==> src/rtl/core/mgsa_pkg.sv <==
`timescale 1ns / 1ps

package mgsa_pkg;

  localparam int IdxW = 10;
  localparam int CfgW = 11;
  localparam logic [CfgW-1:0] RoomReset = 11'd1024;

  typedef enum logic [0:0] {
    REQ_TAKE    = 1'b0,
    REQ_RELEASE = 1'b1
  } req_e;

  typedef enum logic [1:0] {
    ST_OK      = 2'd0,
    ST_FULL    = 2'd1,
    ST_BAD_REL = 2'd2
  } status_e;

  typedef struct packed {
    req_e            req_type;
    logic [IdxW-1:0] slot_index;
  } req_t;

  typedef struct packed {
    logic [IdxW-1:0] given_slot;
    status_e         status;
  } res_t;

  typedef struct packed {
    logic    accept;
    logic    clr_start;
    logic    clr_step;
    logic    scan_issue;
    logic    loc_start;
    logic    wr_en;
    logic    res_valid;
    status_e res_code;
  } cmd_t;

  typedef struct packed {
    logic word_last;
    logic pipe_empty;
    logic none;
    logic rel_bad;
    logic bit_set;
    logic is_take;
  } sts_t;

endpackage

==> src/rtl/core/mgsa_ram.sv <==
`timescale 1ns / 1ps

module mgsa_ram #(
  parameter int WIDTH = 64,
  parameter int DEPTH = 16
) (
  input  logic                                         clk_i,
  input  logic                                         we_i,
  input  logic [((DEPTH > 1) ? $clog2(DEPTH) : 1)-1:0] waddr_i,
  input  logic [WIDTH-1:0]                             wdata_i,
  input  logic [((DEPTH > 1) ? $clog2(DEPTH) : 1)-1:0] raddr_i,
  output logic [WIDTH-1:0]                             rdata_o
);

  logic [WIDTH-1:0] mem_q [DEPTH];
  logic [WIDTH-1:0] rdata_q;

  always_ff @(posedge clk_i) begin
    if (we_i) begin
      mem_q[waddr_i] <= wdata_i;
    end
    rdata_q <= mem_q[raddr_i];
  end

  assign rdata_o = rdata_q;

endmodule

==> src/rtl/core/mgsa_ctrl.sv <==
`timescale 1ns / 1ps

module mgsa_ctrl
  import mgsa_pkg::*;
(
  input  logic clk_i,
  input  logic rst_ni,
  input  logic start_i,
  input  logic req_take_i,
  input  logic cfg_we_i,
  input  sts_t sts_i,
  output cmd_t cmd_o,
  output logic busy_o
);

  typedef enum logic [2:0] {
    S_CLEAR,
    S_IDLE,
    S_SCAN,
    S_DRAIN,
    S_FIN,
    S_RELCHK,
    S_LOC,
    S_WRITE
  } state_e;

  state_e state_q, state_d;

  always_comb begin
    state_d        = state_q;
    cmd_o          = '0;
    cmd_o.res_code = ST_OK;
    case (state_q)
      S_CLEAR: begin
        cmd_o.clr_step = 1'b1;
        if (sts_i.word_last) begin
          state_d = S_IDLE;
        end
      end
      S_IDLE: begin
        if (cfg_we_i) begin
          cmd_o.clr_start = 1'b1;
          state_d         = S_CLEAR;
        end else if (start_i) begin
          cmd_o.accept = 1'b1;
          state_d      = req_take_i ? S_SCAN : S_RELCHK;
        end
      end
      S_SCAN: begin
        cmd_o.scan_issue = 1'b1;
        if (sts_i.word_last) begin
          state_d = S_DRAIN;
        end
      end
      S_DRAIN: begin
        if (sts_i.pipe_empty) begin
          state_d = S_FIN;
        end
      end
      S_FIN: begin
        if (sts_i.none) begin
          cmd_o.res_valid = 1'b1;
          cmd_o.res_code  = ST_FULL;
          state_d         = S_IDLE;
        end else begin
          cmd_o.loc_start = 1'b1;
          state_d         = S_LOC;
        end
      end
      S_RELCHK: begin
        if (sts_i.rel_bad) begin
          cmd_o.res_valid = 1'b1;
          cmd_o.res_code  = ST_BAD_REL;
          state_d         = S_IDLE;
        end else begin
          cmd_o.loc_start = 1'b1;
          state_d         = S_LOC;
        end
      end
      S_LOC: begin
        state_d = S_WRITE;
      end
      S_WRITE: begin
        cmd_o.res_valid = 1'b1;
        if (sts_i.is_take || sts_i.bit_set) begin
          cmd_o.wr_en    = 1'b1;
          cmd_o.res_code = ST_OK;
        end else begin
          cmd_o.res_code = ST_BAD_REL;
        end
        state_d = S_IDLE;
      end
      default: begin
        state_d = S_IDLE;
      end
    endcase
  end

  always_ff @(posedge clk_i or negedge rst_ni) begin
    if (!rst_ni) begin
      state_q <= S_CLEAR;
    end else begin
      state_q <= state_d;
    end
  end

  assign busy_o = (state_q != S_IDLE);

endmodule

==> src/rtl/core/mgsa_datapath.sv <==
`timescale 1ns / 1ps

module mgsa_datapath
  import mgsa_pkg::*;
#(
  parameter int MAX_SLOTS = 1024,
  parameter int WORD_BITS = 64
) (
  input  logic            clk_i,
  input  logic            rst_ni,
  input  logic            cfg_we_i,
  input  logic [CfgW-1:0] cfg_wdata_i,
  input  req_t            req_i,
  input  cmd_t            cmd_i,
  output sts_t            sts_o,
  output res_t            res_o,
  output logic            done_o
);

  localparam int MapWords = (MAX_SLOTS + WORD_BITS - 1) / WORD_BITS;
  localparam int AW       = (MapWords > 1) ? $clog2(MapWords) : 1;
  localparam int PW       = $clog2(MAX_SLOTS);
  localparam int NW       = PW + 1;
  localparam int LW       = $clog2(WORD_BITS);
  localparam int DW       = (PW > LW) ? PW : LW;
  localparam int EW       = (NW > CfgW) ? NW : CfgW;
  localparam int TreeN    = 1 << LW;

  typedef struct packed {
    logic          v;
    logic [LW-1:0] d;
    logic [LW-1:0] p;
  } node_t;

  logic [CfgW-1:0] room_q;
  req_t            req_q;
  logic [AW-1:0]   wcnt_q;
  logic [PW-1:0]   base_q;

  logic            v0_q;
  logic [PW-1:0]   b0_q;
  logic            vA_q;
  logic [PW-1:0]   bA_q;
  node_t           candA_q [TreeN];
  logic [LW-1:0]   fA_q;
  logic [LW-1:0]   lA_q;
  logic            anyA_q;
  logic            vB_q;
  logic [PW-1:0]   bB_q;
  node_t           bwB_q;
  logic [LW-1:0]   fB_q;
  logic [LW-1:0]   lB_q;
  logic            anyB_q;

  logic            have_q;
  logic [PW-1:0]   prev_q;
  logic            found_q, found_d;
  logic [DW-1:0]   bestd_q, bestd_d;
  logic [PW-1:0]   bestp_q, bestp_d;

  logic [PW-1:0]   pos_q;
  res_t            res_q;
  logic            done_q;

  logic [WORD_BITS-1:0] rdata;
  logic [WORD_BITS-1:0] wdata;
  logic [WORD_BITS-1:0] bit_mask;
  logic [AW-1:0]        raddr;
  logic [AW-1:0]        waddr;
  logic                 we;

  logic [EW-1:0] room_ext;
  logic [NW-1:0] n;
  logic [PW-1:0] nm1;
  logic [LW-1:0] lb;
  logic [AW-1:0] pos_word;

  node_t         cand [TreeN];
  logic [LW-1:0] first_bit;
  logic [LW-1:0] last_bit;
  node_t         tree [1:2*TreeN-1];

  logic [PW-1:0] cur;
  logic [PW-1:0] gap;
  logic [NW-1:0] pair_sum;
  logic          xv;
  logic [DW-1:0] xd;
  logic [PW-1:0] xp;
  logic [DW-1:0] wd;
  logic [PW-1:0] wp;

  logic          endv;
  logic [DW-1:0] endd;
  logic          end_better;
  logic [PW-1:0] fin_pos;

  mgsa_ram #(
    .WIDTH (WORD_BITS),
    .DEPTH (MapWords)
  ) u_map (
    .clk_i   (clk_i),
    .we_i    (we),
    .waddr_i (waddr),
    .wdata_i (wdata),
    .raddr_i (raddr),
    .rdata_o (rdata)
  );

  always_comb begin
    room_ext = EW'(room_q);
    if (room_ext == '0) begin
      n = NW'(1);
    end else if (room_ext > EW'(MAX_SLOTS)) begin
      n = NW'(MAX_SLOTS);
    end else begin
      n = NW'(room_ext);
    end
    nm1 = PW'(n - NW'(1));
  end

  assign lb       = LW'(pos_q);
  assign pos_word = AW'(pos_q >> LW);
  assign bit_mask = WORD_BITS'(1) << lb;
  assign raddr    = cmd_i.scan_issue ? wcnt_q : pos_word;
  assign we       = cmd_i.clr_step | cmd_i.wr_en;
  assign waddr    = cmd_i.clr_step ? wcnt_q : pos_word;

  always_comb begin
    if (cmd_i.clr_step) begin
      wdata = '0;
    end else if (req_q.req_type == REQ_TAKE) begin
      wdata = rdata | bit_mask;
    end else begin
      wdata = rdata & ~bit_mask;
    end
  end

  // Each occupied bit looks back to the nearest occupied bit of the same word.
  always_comb begin
    int   jj;
    logic jv;
    for (int i = 0; i < WORD_BITS; i++) begin
      jv = 1'b0;
      jj = 0;
      for (int j = 0; j < i; j++) begin
        if (rdata[j]) begin
          jv = 1'b1;
          jj = j;
        end
      end
      cand[i].v = rdata[i] && jv && ((i - jj) >= 2);
      cand[i].d = LW'((i - jj) >> 1);
      cand[i].p = LW'((i + jj) >> 1);
    end
    for (int i = WORD_BITS; i < TreeN; i++) begin
      cand[i] = '0;
    end
    first_bit = '0;
    for (int i = WORD_BITS - 1; i >= 0; i--) begin
      if (rdata[i]) begin
        first_bit = LW'(i);
      end
    end
    last_bit = '0;
    for (int i = 0; i < WORD_BITS; i++) begin
      if (rdata[i]) begin
        last_bit = LW'(i);
      end
    end
  end

  // The lower half wins a tie, so the lowest slot is kept.
  always_comb begin
    for (int k = 0; k < TreeN; k++) begin
      tree[TreeN + k] = candA_q[k];
    end
    for (int k = TreeN - 1; k >= 1; k--) begin
      if (tree[2*k].v && (!tree[2*k+1].v || tree[2*k].d >= tree[2*k+1].d)) begin
        tree[k] = tree[2*k];
      end else begin
        tree[k] = tree[2*k+1];
      end
    end
  end

  always_comb begin
    cur      = bB_q + PW'(fB_q);
    gap      = cur - prev_q;
    pair_sum = {1'b0, cur} + {1'b0, prev_q};
    if (have_q) begin
      xv = ({1'b0, gap} >= NW'(2));
      xd = DW'(gap >> 1);
      xp = PW'(pair_sum >> 1);
    end else begin
      xv = (cur != '0);
      xd = DW'(cur);
      xp = '0;
    end
    wd = DW'(bwB_q.d);
    wp = bB_q + PW'(bwB_q.p);

    found_d = found_q;
    bestd_d = bestd_q;
    bestp_d = bestp_q;
    if (anyB_q && xv && (!found_d || xd > bestd_d)) begin
      found_d = 1'b1;
      bestd_d = xd;
      bestp_d = xp;
    end
    if (bwB_q.v && (!found_d || wd > bestd_d)) begin
      found_d = 1'b1;
      bestd_d = wd;
      bestp_d = wp;
    end
  end

  always_comb begin
    endv       = have_q && (prev_q < nm1);
    endd       = DW'(nm1 - prev_q);
    end_better = endv && (!found_q || endd > bestd_q);
    if (!have_q) begin
      fin_pos = '0;
    end else if (end_better) begin
      fin_pos = nm1;
    end else begin
      fin_pos = bestp_q;
    end
  end

  always_ff @(posedge clk_i or negedge rst_ni) begin
    if (!rst_ni) begin
      room_q  <= RoomReset;
      wcnt_q  <= '0;
      v0_q    <= 1'b0;
      vA_q    <= 1'b0;
      vB_q    <= 1'b0;
      have_q  <= 1'b0;
      found_q <= 1'b0;
      done_q  <= 1'b0;
    end else begin
      if (cfg_we_i) begin
        room_q <= cfg_wdata_i;
      end
      if (cmd_i.clr_start || cmd_i.accept) begin
        wcnt_q <= '0;
      end else if (cmd_i.clr_step || cmd_i.scan_issue) begin
        wcnt_q <= wcnt_q + AW'(1);
      end
      v0_q <= cmd_i.scan_issue;
      vA_q <= v0_q;
      vB_q <= vA_q;
      if (cmd_i.accept) begin
        have_q  <= 1'b0;
        found_q <= 1'b0;
      end else if (vB_q) begin
        found_q <= found_d;
        if (anyB_q) begin
          have_q <= 1'b1;
        end
      end
      done_q <= cmd_i.res_valid;
    end
  end

  always_ff @(posedge clk_i) begin
    if (cmd_i.accept) begin
      req_q  <= req_i;
      base_q <= '0;
    end else if (cmd_i.scan_issue) begin
      base_q <= base_q + PW'(WORD_BITS);
    end
    b0_q    <= base_q;
    bA_q    <= b0_q;
    candA_q <= cand;
    fA_q    <= first_bit;
    lA_q    <= last_bit;
    anyA_q  <= |rdata;
    bB_q    <= bA_q;
    bwB_q   <= tree[1];
    fB_q    <= fA_q;
    lB_q    <= lA_q;
    anyB_q  <= anyA_q;
    if (vB_q) begin
      bestd_q <= bestd_d;
      bestp_q <= bestp_d;
      if (anyB_q) begin
        prev_q <= bB_q + PW'(lB_q);
      end
    end
    if (cmd_i.loc_start) begin
      if (req_q.req_type == REQ_TAKE) begin
        pos_q <= fin_pos;
      end else begin
        pos_q <= PW'(req_q.slot_index);
      end
    end
    if (cmd_i.res_valid) begin
      res_q.status <= cmd_i.res_code;
      if (cmd_i.res_code == ST_FULL) begin
        res_q.given_slot <= '0;
      end else if (req_q.req_type == REQ_TAKE) begin
        res_q.given_slot <= IdxW'(pos_q);
      end else begin
        res_q.given_slot <= req_q.slot_index;
      end
    end
  end

  assign sts_o.word_last  = (wcnt_q == AW'(MapWords - 1));
  assign sts_o.pipe_empty = !v0_q && !vA_q && !vB_q;
  assign sts_o.none       = have_q && !found_q && !endv;
  assign sts_o.rel_bad    = (EW'(req_q.slot_index) >= EW'(n));
  assign sts_o.bit_set    = rdata[lb];
  assign sts_o.is_take    = (req_q.req_type == REQ_TAKE);

  assign res_o  = res_q;
  assign done_o = done_q;

endmodule

==> src/rtl/core/max_gap_seat_allocator_top.sv <==
`timescale 1ns / 1ps

// Slot allocator for a row of up to MAX_SLOTS slots, kept as a bitmap of WORD_BITS-wide words
// in a single RAM. WORD_BITS must be a power of two; the block does not check it. An item
// is taken when start is high and busy and cfg_we_i are low; its one result appears on
// res_o for exactly one cycle with done_o high, and the receiver cannot stall it. A take
// streams the map through a three-stage gap pipeline at one word per cycle, lets it drain,
// then reads the chosen word once more to set its bit; a full row gives ST_FULL once the
// pipeline drains. A release reads the slot's word and clears its bit; a release of a slot
// beyond the row, or of a free slot, gives ST_BAD_REL. After reset and after every room_size
// write made while idle, the block clears the map with busy high before it takes an item.

module max_gap_seat_allocator_top
  import mgsa_pkg::*;
#(
  parameter int MAX_SLOTS = 1024,
  parameter int WORD_BITS = 64
) (
  input  logic            clk_i,
  input  logic            rst_ni,
  input  logic            start,
  output logic            busy,
  input  req_t            req_i,
  output logic            done_o,
  output res_t            res_o,
  input  logic            cfg_we_i,
  input  logic [CfgW-1:0] cfg_wdata_i
);

  cmd_t cmd;
  sts_t sts;

  mgsa_ctrl u_ctrl (
    .clk_i      (clk_i),
    .rst_ni     (rst_ni),
    .start_i    (start),
    .req_take_i (req_i.req_type == REQ_TAKE),
    .cfg_we_i   (cfg_we_i),
    .sts_i      (sts),
    .cmd_o      (cmd),
    .busy_o     (busy)
  );

  mgsa_datapath #(
    .MAX_SLOTS (MAX_SLOTS),
    .WORD_BITS (WORD_BITS)
  ) u_dp (
    .clk_i       (clk_i),
    .rst_ni      (rst_ni),
    .cfg_we_i    (cfg_we_i),
    .cfg_wdata_i (cfg_wdata_i),
    .req_i       (req_i),
    .cmd_i       (cmd),
    .sts_o       (sts),
    .res_o       (res_o),
    .done_o      (done_o)
  );

  // Every result closes an item that kept the block busy.
  assert property (@(posedge clk_i) disable iff (!rst_ni) done_o |-> $past(busy))
    else $error("result without a pending item");

  assert property (@(posedge clk_i) disable iff (!rst_ni) done_o |-> !busy)
    else $error("block still busy after its result");

  assert property (@(posedge clk_i) disable iff (!rst_ni)
    (start && !busy && !cfg_we_i) |=> busy)
    else $error("accepted item did not raise busy");

  assert property (@(posedge clk_i) disable iff (!rst_ni)
    (done_o && res_o.status == ST_FULL) |-> (res_o.given_slot == '0))
    else $error("full row reported a nonzero slot");

endmodule
==> config.mk <==
export PLATFORM = sky130hd
export DESIGN_NAME = max_gap_seat_allocator_top
export DESIGN_NICKNAME = d
export VERILOG_FILES = /design/src/rtl/core/mgsa_pkg.sv /design/src/rtl/core/mgsa_ram.sv /design/src/rtl/core/mgsa_ctrl.sv /design/src/rtl/core/mgsa_datapath.sv /design/src/rtl/core/max_gap_seat_allocator_top.sv
export SDC_FILE = /design/constraint.sdc
export NUM_CORES = 2
export LEC_CHECK = 0
export BUFFER_PORTS_ARGS = -buffer_cell sky130_fd_sc_hd__clkbuf_2
export CAP_MARGIN = 40
export CORE_ASPECT_RATIO = 0.5
export CORE_MARGIN = 2
export CORE_UTILIZATION = 50
export DETAILED_ROUTE_END_ITERATION = 10
export PLACE_DENSITY = 0.62
export SYNTH_ARGS = -nofsm -noshare
export SYNTH_HDL_FRONTEND = slang
export SYNTH_SLANG_ARGS = --single-unit
==> constraint.sdc <==
create_clock -name clk_i -period 14.6 [get_ports clk_i]
set_input_delay 2.92 -clock clk_i [delete_from_list [all_inputs] [get_ports clk_i]]
set_output_delay 2.92 -clock clk_i [all_outputs]
set_load 0.01 [all_outputs]
Word-level counts from Yosys, hierarchy flattened

Memories as Yosys holds them, arrays and structs flattened. A register that Yosys moved wholly into a read port is not among the register bits.
Cells that the tools add are included.

Register bits after elaboration: 972
Bits in writable memories: 1024
Output and inout bits: 14
Memories: 1

Add/sub/neg operators: 133
Order comparisons: 131
Equal/unequal tests: 14
Shifts and indexed selects: 1
Muxes and demuxes: 365
Bitwise gates (word level): 5
Reduce and logical (&&, ||, !) cells: 350

Memory list:

| memory           | depth | width | read ports | clocked after Yosys merged registers in | write ports | line           | source |
|---|---|---|---|---|---|---|---|
| u_dp.u_map.mem_q | 16    | 64    | 1          | 1                                       | 1           | mgsa_ram.sv:15 | `logic [WIDTH-1:0] mem_q [DEPTH];` |

Operators by type and width:

| operator              | number |
|---|---|
| $ge 32x3->1 const B   | 62 |
| $mux 32               | 60 |
| $sub 7x32->32 const A | 32 |
| $mux 13               | 61 |
| $sub 6x32->32 const A | 16 |
| $ge 6x6->1            | 61 |
| $sub 5x32->32 const A | 8 |
| $mux 5                | 48 |
| $add 7x7->7 const A   | 32 |
| $mux 6                | 33 |
| $logic_and 1x1->1     | 194 |
| $mux 64               | 2 |
| $sub 4x32->32 const A | 4 |
| $add 6x7->7 const A   | 16 |
| $mux 4                | 28 |
| $mux 10               | 9 |
| $mux 1                | 87 |
| $logic_not 1->1       | 67 |
| $logic_or 1x1->1      | 67 |
| $mux 3                | 22 |
| $and 64x64->64        | 1 |
| $not 64->64           | 1 |
| $or 64x64->64         | 1 |
| $reduce_or 32->1      | 2 |
| 47 further kinds      | 85 |

Logic depth before layout (Yosys ltp)

Word-level depth: 65
Depth in mapped cells: 55
Depth with buffers taken out: 51

Hierarchy

Synthesis repeated with hierarchy kept, for this count alone.

Cell total of the unflattened synthesis: 7562
Area total of the unflattened synthesis: 92313.5 sq um

By module, submodules not included:

| module                     | times used | cells each | area an instance (sq um) | seq. area each (sq um) |
|---|---|---|---|---|
| mgsa_datapath              | 1          | 5869       | 52367.7                  | 17513.0 |
| mgsa_ram                   | 1          | 1647       | 39581.7                  | 32030.7 |
| mgsa_ctrl                  | 1          | 45         | 360.3                    | 75.1 |
| max_gap_seat_allocator_top | 1          | 1          | 3.8                      | 0.0 |

Worst setup path after synthesis

OpenSTA, ideal clock, no wires.

Path type: flip-flop to flip-flop
From: reg u_dp.candA_q[8] (netlist name)
To: reg u_dp.bwB_q[4] (netlist name)
Setup time: 0.079 ns
Data arrival time: 10.605 ns
Data required time: 14.521 ns
Slack: 3.916 ns
Cell stages (with the launch flop): 51
Buffers on the path: 5
Clock period less this slack: 10.684 ns
Cell sequence: dfxtp_1 > inv_1 > ha_1 > a21oi_1 > o21ai_0 > a41oi_1 > clkbuf_1 > nor2_1 > a21oi_1 > inv_1 > ha_1 > nand2b_1 > a2111oi_0 > o31ai_1 > a21oi_1 > buf_1 > clkbuf_1 > mux2i_1 > (+15 left out) > nand2b_1 > a21o_1 > a21oi_1 > o22ai_1 > o31a_1 > clkbuf_1 > and2_1 > a22oi_1 > nand2_1 > ha_1 > nand2b_1 > a21o_1 > a21o_1 > a21o_1 > a211oi_1 > nor3_1 > or4_1 > o211ai_1

RTL lines:

| what                     | line                 | source |
|---|---|---|
| start: declaration       | mgsa_datapath.sv:44  | `node_t candA_q [TreeN];` |
| start signal: assignment | mgsa_datapath.sv:274 | `candA_q <= cand;` |
| end signal: assignment   | mgsa_datapath.sv:279 | `bwB_q <= tree[1];` |
| end: declaration         | mgsa_datapath.sv:50  | `node_t bwB_q;` |

==> reports/metrics.cfg <==
[run_status]
status=completed

[setup_path]
rr_worst_depth=46
r2r_start=u_dp.candA_q[86]
worstPathArrival_ps=12610
start_kind=flop
setup.worst_path.end_class=flop
reg2reg_to=u_dp.bwB_q[2]
crit_required_ps=15300
crit_path_max_incr_delay_ps=520
critPathSlowestCell=o21ai_1
path_common_cell=ha_1
crit_end=u_dp.bwB_q[2]
crit_type=reg2reg
cp_max_fo=15
regToRegSetupSlack_ps=2690
crit_path_start=u_dp.candA_q[86]

[grt]
antenna_found_initial=13
overflow=0
grt_use_total_pct=29.15
grt_pass1_wl_mm=406.2
grt_pass1_vias=60859
grt_max_degree=124

[floorplan]
die-area_sq_um=189100
core-area_sq_um=183700
pin_count=40
die_x_um=613.0
fp-row-count=111
start_util_pct=50.47
die_h_um=308.5

[placement]
port_buffers=39
hpwl_mm=195.8
gp_congestion=0.9665

[yosys]
async_reset_ff_share_pct=1.244
ys_seq_elements=1929
synth.distinct_cells=106
synth-seq-area-share_pct=53.51
ys_warn_count=0
synthCells=7823
syn-cell-area_sq_um=92730
synth_ff_type=edfxtp_1
synth.avg_cell_area_sq_um=11.85
synth_edf_count=1087

[sta]
fin_skew_ps=75.67
slew_viol_final=0
period_needed_ps=11910
worstMarginPinSlew_ps=1062
timing.setup.tns_ps=0
hold_viol=0
setup_viol=0
timing.fmax_ghz=0.08398
timing.slew.headroom_pct=28.54
rsz0062_at_grt=false
min_period_over_period_pct=81.56

[clock_network]
cts_tree=done
cts_hold_buf=0
cts_sinks=1929
clk_latency_ps=880
cts_buffer_depth=4
post_cts.repair.setup_buffers=0
clk_pin_slew_ps=70
h-tree-depth=4
numCtsBuffers=179
root_buffer=clkbuf_16
cts_resized=0

[hold_path]
hp-class=reg2reg

[routing]
ant_nets=0
vias=63653
drc=0
drtPass1Iterations=8
totalWireLength_mm=279.8
vias_per_cell=5.993
drt_iter0_drc=7030
wl_per_cell_um=26.34

[cells_and_area]
final_nets=8699
final_layout_size_suffix_gt1_share_pct=13.31
synthToLayoutAreaGrowth_pct=11.42

[flow_run]
maxCapViolations=0

stage by stage:
step	setup WS (ps)	instances	hold slack (ps)	area [sq um]	utilization (%)
after floorplan	3916	7847	309.6	92820	-
after global placement	2802	10247	310.3	96820	52.69
after detailed placement	2839	10296	312.1	97400	53.01
after CTS	2791	10614	327.2	103300	56.20
after global routing	1679	10619	330.8	103300	56.23
final	2693	10621	327.7	103300	56.23
cells by family after synthesis:
kind of cell	count (synthesis)	synth area share, %
AO/OA/AOI/OAI	1330	9.329
XOR/XNOR	203	1.925
adder cells (fa/ha/maj)	678	9.172
buffers and inverters	1009	4.139
flip-flops	1929	53.51
multiplexers	736	11.78
other	1	0.004044
AND/OR/NAND/NOR	1937	10.15
final cells by class:
type | instances | area (sq um)
fillers | 15256 | 80420
flip-flops and latches | 1929 | 49620
multi-input cells | 4909 | 39810
clock buffers | 237 | 5027
well taps | 2486 | 3110
inverters | 695 | 2636
repair buffers | 281 | 2273
clock inverters | 81 | 839.6
diodes | 3 | 7.507
worst min-delay path by stage:
stage / start / end / slack [ps] / cells after the start
2_1_floorplan: u_dp.anyA_q / u_dp.anyB_q / 310 / 0
5_1_grt: u_dp.fA_q[3] / u_dp.fB_q[3] / 330 / 0
3_5_place_dp: u_dp.lA_q[5] / u_dp.lB_q[5] / 310 / 0
4_1_cts: u_dp.lA_q[2] / u_dp.lB_q[2] / 330 / 0
6_report: u_dp.lA_q[5] / u_dp.lB_q[5] / 330 / 0
3_3_place_gp: u_dp.b0_q[9] / u_dp.bA_q[9] / 310 / 0
routing by layer:
layer	wire length [um]	vias to the layer above	global-route usage [%]	share of wire, %
li1	-	28809	-	-
met1	124200	31559	42.83	44
met2	119600	2875	43.37	43
met3	29360	406	7.068	10
met4	6513	4	7.075	2.3
met5	29	-	0	0.010
layout by cell type (no fill, tap or decap), types with 32 or more instances in the layout:
cell / netlist / final
inv_1: 667 / 667
o21a_1: 32 / 32
a211oi_1: 203 / 160
nand2b_1: 97 / 97
nand2_1: 507 / 507
ha_1: 675 / 675
xnor2_1: 150 / 150
o21ai_0: 283 / 281
mux4_2: 277 / 277
clkbuf_16: 0 / 184
a31oi_1: 105 / 105
o22ai_1: 52 / 51
nand3_1: 112 / 112
xor2_1: 52 / 52
nor4_1: 55 / 54
nor2_1: 592 / 575
nor2b_1: 64 / 64
mux2_2: 70 / 70
nor3_1: 105 / 103
and3_1: 36 / 36
mux2i_1: 389 / 386
nand4_1: 36 / 36
dfxtp_1: 818 / 818
a21oi_1: 297 / 295
o211ai_1: 33 / 33
a21o_1: 65 / 64
and2_1: 124 / 125
a211oi_2: 1 / 44
or2_2: 38 / 38
buf_4: 2 / 215
or3_1: 47 / 47
clkbuf_2: 2 / 39
edfxtp_1: 1087 / 1087
worst max-delay path, delay by kind of cell (launching register included):
family	cells	cell delay (ps)
AO/OA/AOI/OAI	22	5760
adder cells (fa/ha/maj)	6	1660
AND/OR/NAND/NOR	13	2810
multiplexers	3	970
flip-flops	1	330
buffers and inverters	2	280
registers in the layout, indices dropped and copies added (netlist names), 3 cells and up:
signal / flops
u_dp.wcnt_q: 4
u_dp.b0_q: 4
u_ctrl.state_q: 3
u_dp.room_ext: 11
u_dp.bestd_q: 10
u_dp.base_q: 4
u_dp.lB_q: 6
u_dp.fB_q: 6
u_dp.bwB_q: 13
u_dp.candA_q: 699
u_dp.u_map.mem_q: 1024
u_dp.bA_q: 4
u_dp.req_q: 11
u_dp.bestp_q: 10
u_dp.res_o: 12
u_dp.lA_q: 6
u_dp.bB_q: 4
u_dp.u_map.rdata_o: 64
u_dp.prev_q: 10
u_dp.fA_q: 6
u_dp.pos_q: 10
Yosys cell counts, types with 55 or more instances:
library cell	number	share of area [%]
nor2_1	592	2.4
nand3_1	112	0.60
a21oi_1	297	1.6
a31oi_1	105	0.71
and2_1	124	0.84
nor2b_1	64	0.43
mux4_2	277	6.7
mux2_2	70	0.85
nor3_1	105	0.57
ha_1	675	9.1
mux2i_1	389	4.2
o21ai_0	283	1.5
nand2b_1	97	0.65
edfxtp_1	1087	35
buf_1	55	0.22
a21o_1	65	0.53
clkbuf_1	244	0.99
a211oi_1	203	1.6
xnor2_1	150	1.4
inv_1	667	2.7
nand2_1	507	2.1
nor4_1	55	0.37
dfxtp_1	818	18
Power is left out: the tool's default activity adds up to more than one toggle a clock period on the data nets, which glitch-free logic cannot reach.
